===== config.mk =====
export PLATFORM = sky130hd
export DESIGN_NAME = civil_date_day_offset_core
export DESIGN_NICKNAME = d
export VERILOG_FILES = /design/src/rtl/core/civ_pkg.sv /design/src/rtl/core/civ_fwd.sv /design/src/rtl/core/civ_inv.sv /design/src/rtl/core/civil_date_day_offset_core.sv
export SDC_FILE = /design/constraint.sdc
export NUM_CORES = 2
export LEC_CHECK = 0
export BUFFER_PORTS_ARGS = -buffer_cell sky130_fd_sc_hd__buf_4
export CELL_PAD_IN_SITES_DETAIL_PLACEMENT = 1
export CELL_PAD_IN_SITES_GLOBAL_PLACEMENT = 2
export CORE_UTILIZATION = 46
export DETAILED_ROUTE_END_ITERATION = 10
export PLACE_DENSITY = 0.81
export SETUP_SLACK_MARGIN = 0.02
export SYNTH_ARGS = -nofsm -noshare
export SYNTH_HDL_FRONTEND = slang
export SYNTH_HIERARCHICAL = 1
export SYNTH_SLANG_ARGS = --single-unit

===== constraint.sdc =====
create_clock -name clk -period 10.9 [get_ports clk]
set_input_delay 0.545 -clock clk [delete_from_list [all_inputs] [get_ports clk]]
set_output_delay 0.545 -clock clk [all_outputs]
set_load 0.005 [all_outputs]

===== src/rtl/core/civ_pkg.sv =====
// Shared constants and small tables for the civil date day offset pipeline.
package civ_pkg;

    // Pipeline shape: forward (date to count) stages, then inverse (count to date) stages.
    localparam int unsigned FWD_STAGES = 5;
    localparam int unsigned INV_STAGES = 8;
    localparam int unsigned NUM_STAGES = FWD_STAGES + INV_STAGES;

    // Calendar constants.
    localparam int unsigned DAYS_PER_ERA  = 146097;
    localparam int unsigned DAYS_TO_EPOCH = 719468;

    // Forward path: year biased by 82 eras so the era split is unsigned.
    localparam int unsigned FWD_ERA_BIAS = 82;
    localparam int unsigned YEAR_BIAS    = FWD_ERA_BIAS * 400;
    // floor(v / 25) = (v * RECIP_25) >> 16, exact for v < 4681.
    localparam int unsigned RECIP_25     = 2622;
    // Count offset removed after era * 146097 + doe.
    localparam int unsigned COUNT_BIAS   = FWD_ERA_BIAS * DAYS_PER_ERA + DAYS_TO_EPOCH;

    // Inverse path: day count biased by 100 eras so the era split is unsigned.
    localparam int unsigned INV_ERA_BIAS = 100;
    // Added to ep + doe + offset: lands on (count + offset + epoch) + 100 eras.
    localparam int unsigned SHIFT_BIAS   = INV_ERA_BIAS * DAYS_PER_ERA
                                           - FWD_ERA_BIAS * DAYS_PER_ERA;
    // floor(2^32 / 146097): era estimate is exact or one low.
    localparam int unsigned RECIP_ERA    = 29398;
    // floor(x / 365) = (x * RECIP_365) >> 24, exact for x < 1.8M.
    localparam int unsigned RECIP_365    = 45965;
    // mp = ((5 * doy + 2) * 6854) >> 20 folded to doy * 34270 + 13708.
    localparam int unsigned MP_MUL       = 34270;
    localparam int unsigned MP_ADD       = 13708;
    localparam int unsigned YEAR_BIAS_INV = INV_ERA_BIAS * 400;

    // Days from March 1 to the start of shifted month mi: (153 * mi + 2) / 5.
    function automatic logic [8:0] month_start(input logic [3:0] mi);
        logic [8:0] d;
        case (mi)
            4'd0:    d = 9'd0;
            4'd1:    d = 9'd31;
            4'd2:    d = 9'd61;
            4'd3:    d = 9'd92;
            4'd4:    d = 9'd122;
            4'd5:    d = 9'd153;
            4'd6:    d = 9'd184;
            4'd7:    d = 9'd214;
            4'd8:    d = 9'd245;
            4'd9:    d = 9'd275;
            4'd10:   d = 9'd306;
            4'd11:   d = 9'd337;
            4'd12:   d = 9'd367;
            4'd13:   d = 9'd398;
            4'd14:   d = 9'd428;
            4'd15:   d = 9'd459;
            default: d = 9'd0;
        endcase
        return d;
    endfunction

    // Whole centuries in a year of era (0..399).
    function automatic logic [1:0] centuries(input logic [8:0] yoe);
        logic [1:0] c;
        c = 2'(yoe >= 9'd100) + 2'(yoe >= 9'd200) + 2'(yoe >= 9'd300);
        return c;
    endfunction

endpackage


===== src/rtl/core/civ_fwd.sv =====
// Forward stages: civil date to day count, plus biased shifted count for the inverse.
module civ_fwd (
    input  logic                                clk,
    input  logic [civ_pkg::FWD_STAGES-1:0]      adv,
    input  logic [4:0]                          in_day,
    input  logic [3:0]                          in_month,
    input  logic signed [15:0]                  in_year,
    input  logic signed [20:0]                  day_offset,
    output logic signed [24:0]                  count,
    output logic [24:0]                         shifted
);

    // stage 0 comb
    logic                 le2;
    logic [3:0]           mi;
    logic signed [16:0]   y;
    logic [16:0]          u0_next;
    logic signed [9:0]    doy0_next;
    // stage 1 comb
    logic [24:0]          prod1;
    logic [7:0]           q1_next;
    // stage 2 comb
    logic [8:0]           yoe2_next;
    // stage 3 comb
    logic [18:0]          doe3_next;
    logic [24:0]          ep3_next;
    // stage 4 comb
    logic [24:0]          count4_next;
    logic [24:0]          shift4_next;

    logic [16:0]          u0_reg, u1_reg;
    logic signed [9:0]    doy0_reg, doy1_reg, doy2_reg;
    logic signed [20:0]   off0_reg, off1_reg, off2_reg, off3_reg;
    logic [7:0]           q1_reg, q2_reg;
    logic [8:0]           yoe2_reg;
    logic [18:0]          doe3_reg;
    logic [24:0]          ep3_reg;
    logic [24:0]          count4_reg;
    logic [24:0]          shift4_reg;

    // March-based year; January and February (and month zero) belong to the prior year
    always_comb
    begin
        le2       = (in_month <= 4'd2);
        mi        = le2 ? (in_month + 4'd9) : (in_month - 4'd3);
        y         = $signed({in_year[15], in_year}) - $signed({16'd0, le2});
        u0_next   = unsigned'(y) + 17'(civ_pkg::YEAR_BIAS);
        doy0_next = 10'($signed({1'b0, civ_pkg::month_start(mi)})
                        + $signed({5'd0, in_day}) - 10'sd1);
    end

    // era = u / 400 as (u >> 4) / 25
    always_comb
    begin
        prod1   = {12'd0, u0_reg[16:4]} * 25'(civ_pkg::RECIP_25);
        q1_next = prod1[23:16];
    end

    assign yoe2_next = 9'(u1_reg - ({9'd0, q1_reg} * 17'd400));

    always_comb
    begin
        doe3_next = ({10'd0, yoe2_reg} * 19'd365)
                    + {12'd0, yoe2_reg[8:2]}
                    - {17'd0, civ_pkg::centuries(yoe2_reg)}
                    + {{9{doy2_reg[9]}}, doy2_reg};
        ep3_next  = {17'd0, q2_reg} * 25'(civ_pkg::DAYS_PER_ERA);
    end

    // 27-bit modular sums, truncated to 25 bits
    always_comb
    begin
        count4_next = 25'({2'b00, ep3_reg} + {{8{doe3_reg[18]}}, doe3_reg}
                          - 27'(civ_pkg::COUNT_BIAS));
        shift4_next = 25'({2'b00, ep3_reg} + {{8{doe3_reg[18]}}, doe3_reg}
                          + {{6{off3_reg[20]}}, off3_reg}
                          + 27'(civ_pkg::SHIFT_BIAS));
    end

    always_ff @(posedge clk)
    begin
        if (adv[0])
        begin
            u0_reg   <= u0_next;
            doy0_reg <= doy0_next;
            off0_reg <= day_offset;
        end
        if (adv[1])
        begin
            q1_reg   <= q1_next;
            u1_reg   <= u0_reg;
            doy1_reg <= doy0_reg;
            off1_reg <= off0_reg;
        end
        if (adv[2])
        begin
            yoe2_reg <= yoe2_next;
            q2_reg   <= q1_reg;
            doy2_reg <= doy1_reg;
            off2_reg <= off1_reg;
        end
        if (adv[3])
        begin
            doe3_reg <= doe3_next;
            ep3_reg  <= ep3_next;
            off3_reg <= off2_reg;
        end
        if (adv[4])
        begin
            count4_reg <= count4_next;
            shift4_reg <= shift4_next;
        end
    end

    assign count   = $signed(count4_reg);
    assign shifted = shift4_reg;

endmodule


===== src/rtl/core/civ_inv.sv =====
// Inverse stages: biased day count back to year, month and day; carries day count along.
module civ_inv (
    input  logic                                clk,
    input  logic [civ_pkg::INV_STAGES-1:0]      adv,
    input  logic signed [24:0]                  count,
    input  logic [24:0]                         shifted,
    output logic signed [24:0]                  day_number,
    output logic signed [16:0]                  out_year,
    output logic [3:0]                          out_month,
    output logic [4:0]                          out_day
);

    logic [39:0]          prod5;
    logic [7:0]           q5_next;
    logic [18:0]          r6_next;
    logic                 fix;
    logic [17:0]          doe7_next;
    logic [7:0]           q7_next;
    logic [31:0]          prod8;
    logic [6:0]           a8;
    logic [2:0]           b8;
    logic                 c8;
    logic [17:0]          t8_next;
    logic [33:0]          prod9;
    logic [8:0]           yoe9_next;
    logic [17:0]          base10;
    logic [8:0]           doy10_next;
    logic [24:0]          prod11;
    logic [3:0]           mp11_next;
    logic [3:0]           month12_next;
    logic                 le2;
    logic [8:0]           day12;
    logic [17:0]          year12;

    logic [24:0]          w5_reg;
    logic [7:0]           q5_reg, q6_reg, q7_reg, q8_reg, q9_reg, q10_reg, q11_reg;
    logic [18:0]          r6_reg;
    logic [17:0]          doe7_reg, doe8_reg, doe9_reg;
    logic [17:0]          t8_reg;
    logic [8:0]           yoe9_reg, yoe10_reg, yoe11_reg;
    logic [8:0]           doy10_reg, doy11_reg;
    logic [3:0]           mp11_reg;
    logic signed [24:0]   cnt5_reg, cnt6_reg, cnt7_reg, cnt8_reg, cnt9_reg, cnt10_reg;
    logic signed [24:0]   cnt11_reg, cnt12_reg;
    logic signed [16:0]   year12_reg;
    logic [3:0]           month12_reg;
    logic [4:0]           day12_reg;

    // era estimate, exact or one low
    always_comb
    begin
        prod5   = {15'd0, shifted} * 40'(civ_pkg::RECIP_ERA);
        q5_next = prod5[39:32];
    end

    assign r6_next = 19'(w5_reg - ({17'd0, q5_reg} * 25'(civ_pkg::DAYS_PER_ERA)));

    always_comb
    begin
        fix       = (r6_reg >= 19'(civ_pkg::DAYS_PER_ERA));
        doe7_next = fix ? 18'(r6_reg - 19'(civ_pkg::DAYS_PER_ERA)) : r6_reg[17:0];
        q7_next   = q6_reg + {7'd0, fix};
    end

    // doe - doe/1460 + doe/36524 - doe/146096
    always_comb
    begin
        prod8   = {16'd0, doe7_reg[17:2]} * 32'(civ_pkg::RECIP_365);
        a8      = prod8[30:24];
        b8      = 3'(doe7_reg >= 18'd36524) + 3'(doe7_reg >= 18'd73048)
                  + 3'(doe7_reg >= 18'd109572) + 3'(doe7_reg >= 18'd146096);
        c8      = (doe7_reg == 18'd146096);
        t8_next = doe7_reg - {11'd0, a8} + {15'd0, b8} - {17'd0, c8};
    end

    always_comb
    begin
        prod9     = {16'd0, t8_reg} * 34'(civ_pkg::RECIP_365);
        yoe9_next = prod9[32:24];
    end

    always_comb
    begin
        base10     = ({9'd0, yoe9_reg} * 18'd365) + {11'd0, yoe9_reg[8:2]}
                     - {16'd0, civ_pkg::centuries(yoe9_reg)};
        doy10_next = 9'(doe9_reg - base10);
    end

    always_comb
    begin
        prod11    = ({16'd0, doy10_reg} * 25'(civ_pkg::MP_MUL)) + 25'(civ_pkg::MP_ADD);
        mp11_next = prod11[23:20];
    end

    always_comb
    begin
        month12_next = (mp11_reg < 4'd10) ? (mp11_reg + 4'd3) : (mp11_reg - 4'd9);
        le2          = (month12_next <= 4'd2);
        day12        = doy11_reg - civ_pkg::month_start(mp11_reg) + 9'd1;
        year12       = {9'd0, yoe11_reg} + ({10'd0, q11_reg} * 18'd400)
                       - 18'(civ_pkg::YEAR_BIAS_INV) + {17'd0, le2};
    end

    always_ff @(posedge clk)
    begin
        if (adv[0])
        begin
            q5_reg   <= q5_next;
            w5_reg   <= shifted;
            cnt5_reg <= count;
        end
        if (adv[1])
        begin
            r6_reg   <= r6_next;
            q6_reg   <= q5_reg;
            cnt6_reg <= cnt5_reg;
        end
        if (adv[2])
        begin
            doe7_reg <= doe7_next;
            q7_reg   <= q7_next;
            cnt7_reg <= cnt6_reg;
        end
        if (adv[3])
        begin
            t8_reg   <= t8_next;
            doe8_reg <= doe7_reg;
            q8_reg   <= q7_reg;
            cnt8_reg <= cnt7_reg;
        end
        if (adv[4])
        begin
            yoe9_reg <= yoe9_next;
            doe9_reg <= doe8_reg;
            q9_reg   <= q8_reg;
            cnt9_reg <= cnt8_reg;
        end
        if (adv[5])
        begin
            doy10_reg <= doy10_next;
            yoe10_reg <= yoe9_reg;
            q10_reg   <= q9_reg;
            cnt10_reg <= cnt9_reg;
        end
        if (adv[6])
        begin
            mp11_reg  <= mp11_next;
            doy11_reg <= doy10_reg;
            yoe11_reg <= yoe10_reg;
            q11_reg   <= q10_reg;
            cnt11_reg <= cnt10_reg;
        end
        if (adv[7])
        begin
            year12_reg  <= $signed(year12[16:0]);
            month12_reg <= month12_next;
            day12_reg   <= day12[4:0];
            cnt12_reg   <= cnt11_reg;
        end
    end

    assign day_number = cnt12_reg;
    assign out_year   = year12_reg;
    assign out_month  = month12_reg;
    assign out_day    = day12_reg;

endmodule


===== src/rtl/core/civil_date_day_offset_core.sv =====
// Top level: pipelined civil date to day count converter with day offset and back.
//
//  beat     | valid         | stall          | payload
//  ---------+---------------+----------------+-------------------------------------------
//  date     | date_valid    | date_stall     | in_day, in_month, in_year, day_offset
//  result   | result_valid  | result_stall   | day_number, out_year, out_month, out_day
//
// Thirteen register stages, five forward (date to count) and eight inverse (count to date);
// one beat enters per cycle while date_stall is low. Throughput is one beat per cycle
// when the result is not stalled, since no stage iterates; the 25x15 era reciprocal
// multiply is the deepest stage and bounds the clock period.
// Reset clears only the per-stage valid bits; datapath registers are not reset.
// A stalled result holds in the last stage while earlier stages keep filling bubbles;
// date_stall rises only when every stage holds a beat and the result is stalled.
module civil_date_day_offset_core (
    input  logic                 clk,
    input  logic                 rst_n,
    input  logic                 date_valid,
    output logic                 date_stall,
    input  logic [4:0]           in_day,
    input  logic [3:0]           in_month,
    input  logic signed [15:0]   in_year,
    input  logic signed [20:0]   day_offset,
    output logic                 result_valid,
    input  logic                 result_stall,
    output logic signed [24:0]   day_number,
    output logic signed [16:0]   out_year,
    output logic [3:0]           out_month,
    output logic [4:0]           out_day
);

    localparam int unsigned N = civ_pkg::NUM_STAGES;
    localparam int unsigned F = civ_pkg::FWD_STAGES;

    logic [N-1:0]         valid_reg;
    logic [N-1:0]         valid_next;
    logic [N-1:0]         ready;
    logic signed [24:0]   count;
    logic [24:0]          shifted;
    logic                 in_acc;
    logic                 out_acc;

    // A stage may load when it is empty or some stage downstream of it can move.
    genvar g;
    for (g = 0; g < N; g++)
    begin : g_ready
        assign ready[g] = ~(result_stall & (&valid_reg[N-1:g]));
    end

    always_comb
    begin
        valid_next[0] = ready[0] ? date_valid : valid_reg[0];
        for (int i = 1; i < N; i++)
        begin
            valid_next[i] = ready[i] ? valid_reg[i-1] : valid_reg[i];
        end
    end

    always_ff @(posedge clk or negedge rst_n)
    begin
        if (!rst_n)
        begin
            valid_reg <= '0;
        end
        else
        begin
            valid_reg <= valid_next;
        end
    end

    assign date_stall   = ~ready[0];
    assign result_valid = valid_reg[N-1];
    assign in_acc       = date_valid & ~date_stall;
    assign out_acc      = result_valid & ~result_stall;

    civ_fwd u_fwd (
        .clk        (clk),
        .adv        (ready[F-1:0]),
        .in_day     (in_day),
        .in_month   (in_month),
        .in_year    (in_year),
        .day_offset (day_offset),
        .count      (count),
        .shifted    (shifted)
    );

    civ_inv u_inv (
        .clk        (clk),
        .adv        (ready[N-1:F]),
        .count      (count),
        .shifted    (shifted),
        .day_number (day_number),
        .out_year   (out_year),
        .out_month  (out_month),
        .out_day    (out_day)
    );

    // Input backpressure only when the whole pipe is full behind a stalled result.
    a_stall_full: assert property (@(posedge clk) disable iff (!rst_n)
        date_stall |-> ((&valid_reg) && result_stall))
        else $error("date_stall with a free stage");

    // Beats in flight change only by accepted inputs and delivered results.
    a_beat_count: assert property (@(posedge clk) disable iff (!rst_n)
        1'b1 |=> ($countones(valid_reg) == $past($countones(valid_reg))
                  + $past(32'(in_acc)) - $past(32'(out_acc))))
        else $error("beat lost or duplicated in pipeline");

    a_month_range: assert property (@(posedge clk) disable iff (!rst_n)
        result_valid |-> ((out_month >= 4'd1) && (out_month <= 4'd12)))
        else $error("shifted month out of range");

    a_day_range: assert property (@(posedge clk) disable iff (!rst_n)
        result_valid |-> (out_day != 5'd0))
        else $error("shifted day is zero");

endmodule

## Word-level counts from Yosys, hierarchy flattened

Memories as Yosys holds them, arrays and structs flattened. A register that Yosys moved wholly into a read port is not among the register bits.
Cells that the tools add are included.

| cells by class | value |
|---|---|
| $add $sub $neg | 38 |
| $mul | 11 |
| $lt $le $gt $ge | 14 |
| equal/unequal tests | 1 |
| mux-type cells | 4 |
| bitwise gates (word level) | 13 |
| reduce and logical (&&, ||, !) cells | 12 |

Operators with widths:

| kind | number |
|---|---|
| multiplier 25 x 14 -> 39 bit (second input constant) | 1 |
| greater-or-equal comparator 18 x 17 -> 1 bit (second input constant) | 2 |
| multiplier 18 x 16 -> 33 bit (second input constant) | 1 |
| multiplier 16 x 16 -> 31 bit (second input constant) | 1 |
| adder 25 x 19 -> 25 bit | 1 |
| adder 25 x 22 -> 25 bit (second input constant) | 1 |
| adder 25 bit | 1 |
| multiplier 8 x 18 -> 25 bit (second input constant) | 1 |
| subtractor 25 x 24 -> 25 bit (second input constant) | 1 |
| adder 24 x 14 -> 24 bit (second input constant) | 1 |
| multiplier 13 x 11 -> 23 bit (second input constant) | 1 |
| multiplier 9 x 15 -> 23 bit (second input constant) | 1 |
| adder 18 x 7 -> 19 bit | 1 |
| adder 19 bit | 1 |
| greater-or-equal comparator 19 x 18 -> 1 bit (second input constant) | 1 |
| multiplier 8 x 18 -> 19 bit (second input constant) | 1 |
| subtractor 19 bit | 1 |
| subtractor 19 x 2 -> 19 bit | 1 |
| adder 18 x 3 -> 18 bit | 1 |
| == test 18 bit (second input constant) | 1 |
| greater-or-equal comparator 18 x 16 -> 1 bit (second input constant) | 1 |
| greater-or-equal comparator 18 bit (second input constant) | 1 |
| greater-or-equal comparator 9 x 7 -> 1 bit (second input constant) | 2 |
| greater-or-equal comparator 9 x 8 -> 1 bit (second input constant) | 2 |
| other kinds (45) | 66 |

| storage, ports and cells | value |
|---|---|
| flip-flop bits (word level) | 691 |
| memory bits (read-only) | 288 |
| bits of input ports | 50 |
| memories | 2 |

Memory list:

| memory | words | width | read ports | clocked after Yosys merged registers in | wr ports | line | RTL |
|---|---|---|---|---|---|---|---|
| (no name shown) | 16 | 9 | 1 | 0 | 0 | civ_pkg.sv:38 | `case (mi)` |
| (no name shown) | 16 | 9 | 1 | 1 | 0 | civ_pkg.sv:38 |  |

## Logic depth before layout (Yosys ltp)

| depth | value |
|---|---|
| depth in word-level cells | 6 |
| gate-level depth with buffers | 37 |
| depth with buffers taken out | 37 |

## Hierarchy

The synthesis kept the hierarchy.

Modules (own cells, without submodules):

| module | times used | cells each | area each (µm²) | seq. area each (µm²) |
|---|---|---|---|---|
| civ_inv | 1 | 3055 | 38180.4 | 12682.2 |
| civ_fwd | 1 | 1667 | 19875.3 | 7777.5 |
| civil_date_day_offset_core | 1 | 55 | 585.6 | 325.3 |

## Least setup slack after synthesis

Ideal clock, no wire load.

| timing path | value |
|---|---|
| kind | register to register |
| start point | register u_inv.doe7_reg[8] |
| end point | register u_inv.t8_reg[16], data pin |
| setup time | 0.258 ns |
| arrival | 8.577 ns |
| required time | 10.642 ns |
| setup slack | 2.065 ns |
| cell stages (with the launch flop) | 36 |
| period minus slack after synthesis | 8.835 ns |
| cells stage by stage | edfxtp_1 > ha_1 > fa_1 > fa_1 > inv_1 > fa_1 > inv_1 > fa_1 > inv_1 > fa_1 > inv_1 > ha_1 > nand4_1 > nor2_1 > nand3_1 > nor2_1 > nand2_1 > o221ai_1 > nor3_1 > or2_2 > fa_1 > inv_1 > fa_1 > fa_1 > fa_1 > nor2b_1 > o21ai_0 > a21boi_0 > o21ai_0 > a21boi_0 > o21ai_0 > a211oi_1 > o41ai_1 > o211ai_1 > a21oi_1 > xnor2_1 |

| on the way | value |
|---|---|
| word-level cells in the longest chain between the ends | 6 |

RTL lines:

| what | line | RTL |
|---|---|---|
| start, declared | civ_inv.sv:38 | `logic [17:0] doe7_reg, doe8_reg, doe9_reg;` |
| start signal, assigned | civ_inv.sv:120 | `doe7_reg <= doe7_next;` |
| branches (longest 5 deep; another with multiplier 16 x 16 -> 31 bit) | - |  |
| subtractor 18 x 1 -> 18 bit * | civ_inv.sv:73 | `t8_next = doe7_reg - {11'd0, a8} + {15'd0, b8} - {17'd0, c8};` |
| named net u_inv.t8_next[16] | civ_inv.sv:23 | `logic [17:0] t8_next;` |
| end signal, assigned | civ_inv.sv:126 | `t8_reg <= t8_next;` |
| end, declared | civ_inv.sv:39 | `logic [17:0] t8_reg;` |

Mark *: on every way through the listed nets, which the timed path passes.
A chain may end at the register's enable or synchronous reset.

## Worst setup path in the final report

| timing path | value |
|---|---|
| start point | register u_inv.doe7_reg[13] |
| end point | register u_inv.t8_reg[16], data pin |

The elaborated chain is that of the path after synthesis.

==> results.md <==
* Gr ovfl total at 0
* Share of cells above drive strength 1 at 0.06390
* Primary FF master, synth: edfxtp_1
* Row Count at 130
* Largest net degree at the start of global routing at 66
* Final nets at about 6700
* Resized cells post-CTS at 0
* Total wire length at 126800 um
* Slowest CP cell: fa_1
* DIE AREA at 0.1289 mm2
* Last weighted congestion value of the routability-driven placer at 0.8346
* # fillers at 13042
* Worst Skew at 31.98 ps
* Sink Count at 696
* Setup_tns at 0 ps
* Synthesis Warnings at 6
* GRT Util Overall at 0.2045
* Clock Latency Late Sink at around 670 ps
* Unrepaired setup endpoints after global routing: false
* Final setup fails at 0
* R2R setup slack at 870 ps
* Most frequent cells in the layout: 1060 x inv_1, 1049 x ha_1, 678 x edfxtp_1, 582 x fa_1, 182 x xnor2_1
* Drt drc at 0
* Core area at roughly 0.13 mm2
* Fin Hold WS at 68.15 ps
* CP delay by family, top: adder cells
* CTS root buf: clkbuf_16
* # port buffers at 102
* Via/cell ratio at 5.134
* Die width at 359.0 um
* Mapped Avg Cell Area at 12.28 um2
* DPL Wire Length at 102200 um
* Leading cell type in the layout, fill and taps excluded: inv_1
* Share of the clock period used by the worst path at 0.9204
* Fin worst setup slack at 867.4 ps
* Initial antenna violation count at 5
* WL/cell at ~19 um
* Worst-path clk slew at 60 ps
* Synthesized area at 0.05864 mm2
* Max-cap viol count at 0
* Synth cell types at 103
* Max Clock Freq at 0.09968 GHz
* Post-Syn Instances at 4777
* Ys async rst share at 0.01868
* Critical Path RT at roughly 11000 ps
* WP buf/inv at 6
* Register area share after synthesis at 0.3544
* Critical Path Fanout Max at 9
* First drt pass iteration count at 5
* Post-synth EDFFs at 678
* Setup CP Type: flop to flop
* Status: complete, no violations
* Area Overhead vs Synth at 9.625%
* Initial DRC Count at ~1300
* Hold crit path type: input port to flop
* Clk buf depth at 3
* # diodes at 0
* Ranking of synthesized cells by area: edfxtp_1 35%, ha_1 22%, fa_1 20%, inv_1 6.8%, xnor2_1 2.7%
* Crit start category: flop
* First-pass GRT wire length at slightly above 200000 um
* Vias in the first global route at around 39000
* Critical path arrival at 10450 ps
* Synthesized Nets at 6458
* Top cell by count, worst path: fa_1
* Top cell type's share of synthesized area at 0.3472
* Final Hold Viols at 0
* Max Slew Vio Count at 0
* Slew @ Worst Pin at 1113 ps
* CTS tree: built
* Initial Util at 0.4652
* Tmin final at 10030 ps
* Non-Filler Instances at 6689
* Routed vias at 34340
* Placed cells at ~6500
* CTS Buf Count at 78
* Pre-CTS WS at 616.3 ps
* Number of H-tree levels at 3
* # IOs at roughly 100
* Worst Setup End Kind: flop
* Leading area contributor after synthesis: edfxtp_1
* Slew headroom at 0.2581
* Register bit count reported by yosys at a little under 700
* Post-route antenna net violation count at 0
* Die Span Y at 359.0 um
* CP peak stage delay at ~540 ps
## area by class of cell
cell class              instances  area, um2  share of cell area
repair buffers                132      993.5             0.01545
clock inverters                47      579.3            0.009011
flip-flops and latches        696      20780              0.3233
multi-input cells            3005      33840              0.5265
well taps                    1650       2064             0.03211
inverters                    1064       3994             0.06213
clock buffers                  95       2026             0.03151
## per-layer routing
layer | part of all wire | GRT usage
met5 | 0 | 0
met4 | 0.028 | 0.06110
met3 | 0.026 | 0.02441
met2 | 0.51 | 0.3688
met1 | 0.43 | 0.2557
## cells in the mapped netlist (13+ instances only)
master,count
inv_1,1064
ha_1,1049
edfxtp_1,678
fa_1,582
xnor2_1,182
nor2_1,160
a21oi_1,153
nand2_1,116
o21ai_0,90
xor2_1,82
a21o_1,67
nand3_1,55
nor3_1,46
o21a_1,36
nor2b_1,32
o21bai_1,26
o211ai_1,22
nand2b_1,21
a31oi_1,17
nand4_1,16
a211oi_1,15
and3_1,14
dfrtp_1,13
## final timing paths
kind	from	endpoint	cells past startpoint
worst max-delay path	u_inv/doe7_reg[13]$_DFFE_PP_	u_inv/t8_reg[16]$_DFFE_PP_	36
worst min-delay path	day_offset[18]	u_fwd/off0_reg[18]$_DFFE_PP_	1
worst max register to register	u_inv/doe7_reg[13]$_DFFE_PP_	u_inv/t8_reg[16]$_DFFE_PP_	36
worst min register to register	u_inv/cnt5_reg[10]$_DFFE_PP_	u_inv/cnt6_reg[10]$_DFFE_PP_	0
max in group asynchronous	rst_n	valid_reg[2]$_DFFE_PN0N_	2
min in group asynchronous	rst_n	valid_reg[8]$_DFFE_PN0N_	2
## cells by family after synthesis
logic type | count (synthesis) | synth area share
xor gates and xnor gates | 269 | 0.04092
DFF | 696 | 0.3544
AOI/OAI and AO/OA | 552 | 0.06399
adders and majority gates | 1631 | 0.4225
buffers and inverters | 1076 | 0.06902
muxes | 9 | 0.001856
and+or+nand+nor | 544 | 0.04726
## what timing repair did
item | 4_1_cts | 5_1_grt
endpoints found under the setup margin | 0 | 1
endpoints found under the hold margin | 13 | 0
buffers inserted | 0 | 5
hold buffers | 1 | 0
## through the flow
stage	cell area (um2)	utilization
floorplan	58640	-
global placement	61630	0.4889
detailed placement	61630	0.4889
CTS	64250	0.5097
global route	64290	0.5100
finish	64290	0.5100
Power is not shown: default switching activity piles up to over one toggle a cycle in this logic, so the estimate is an artifact.
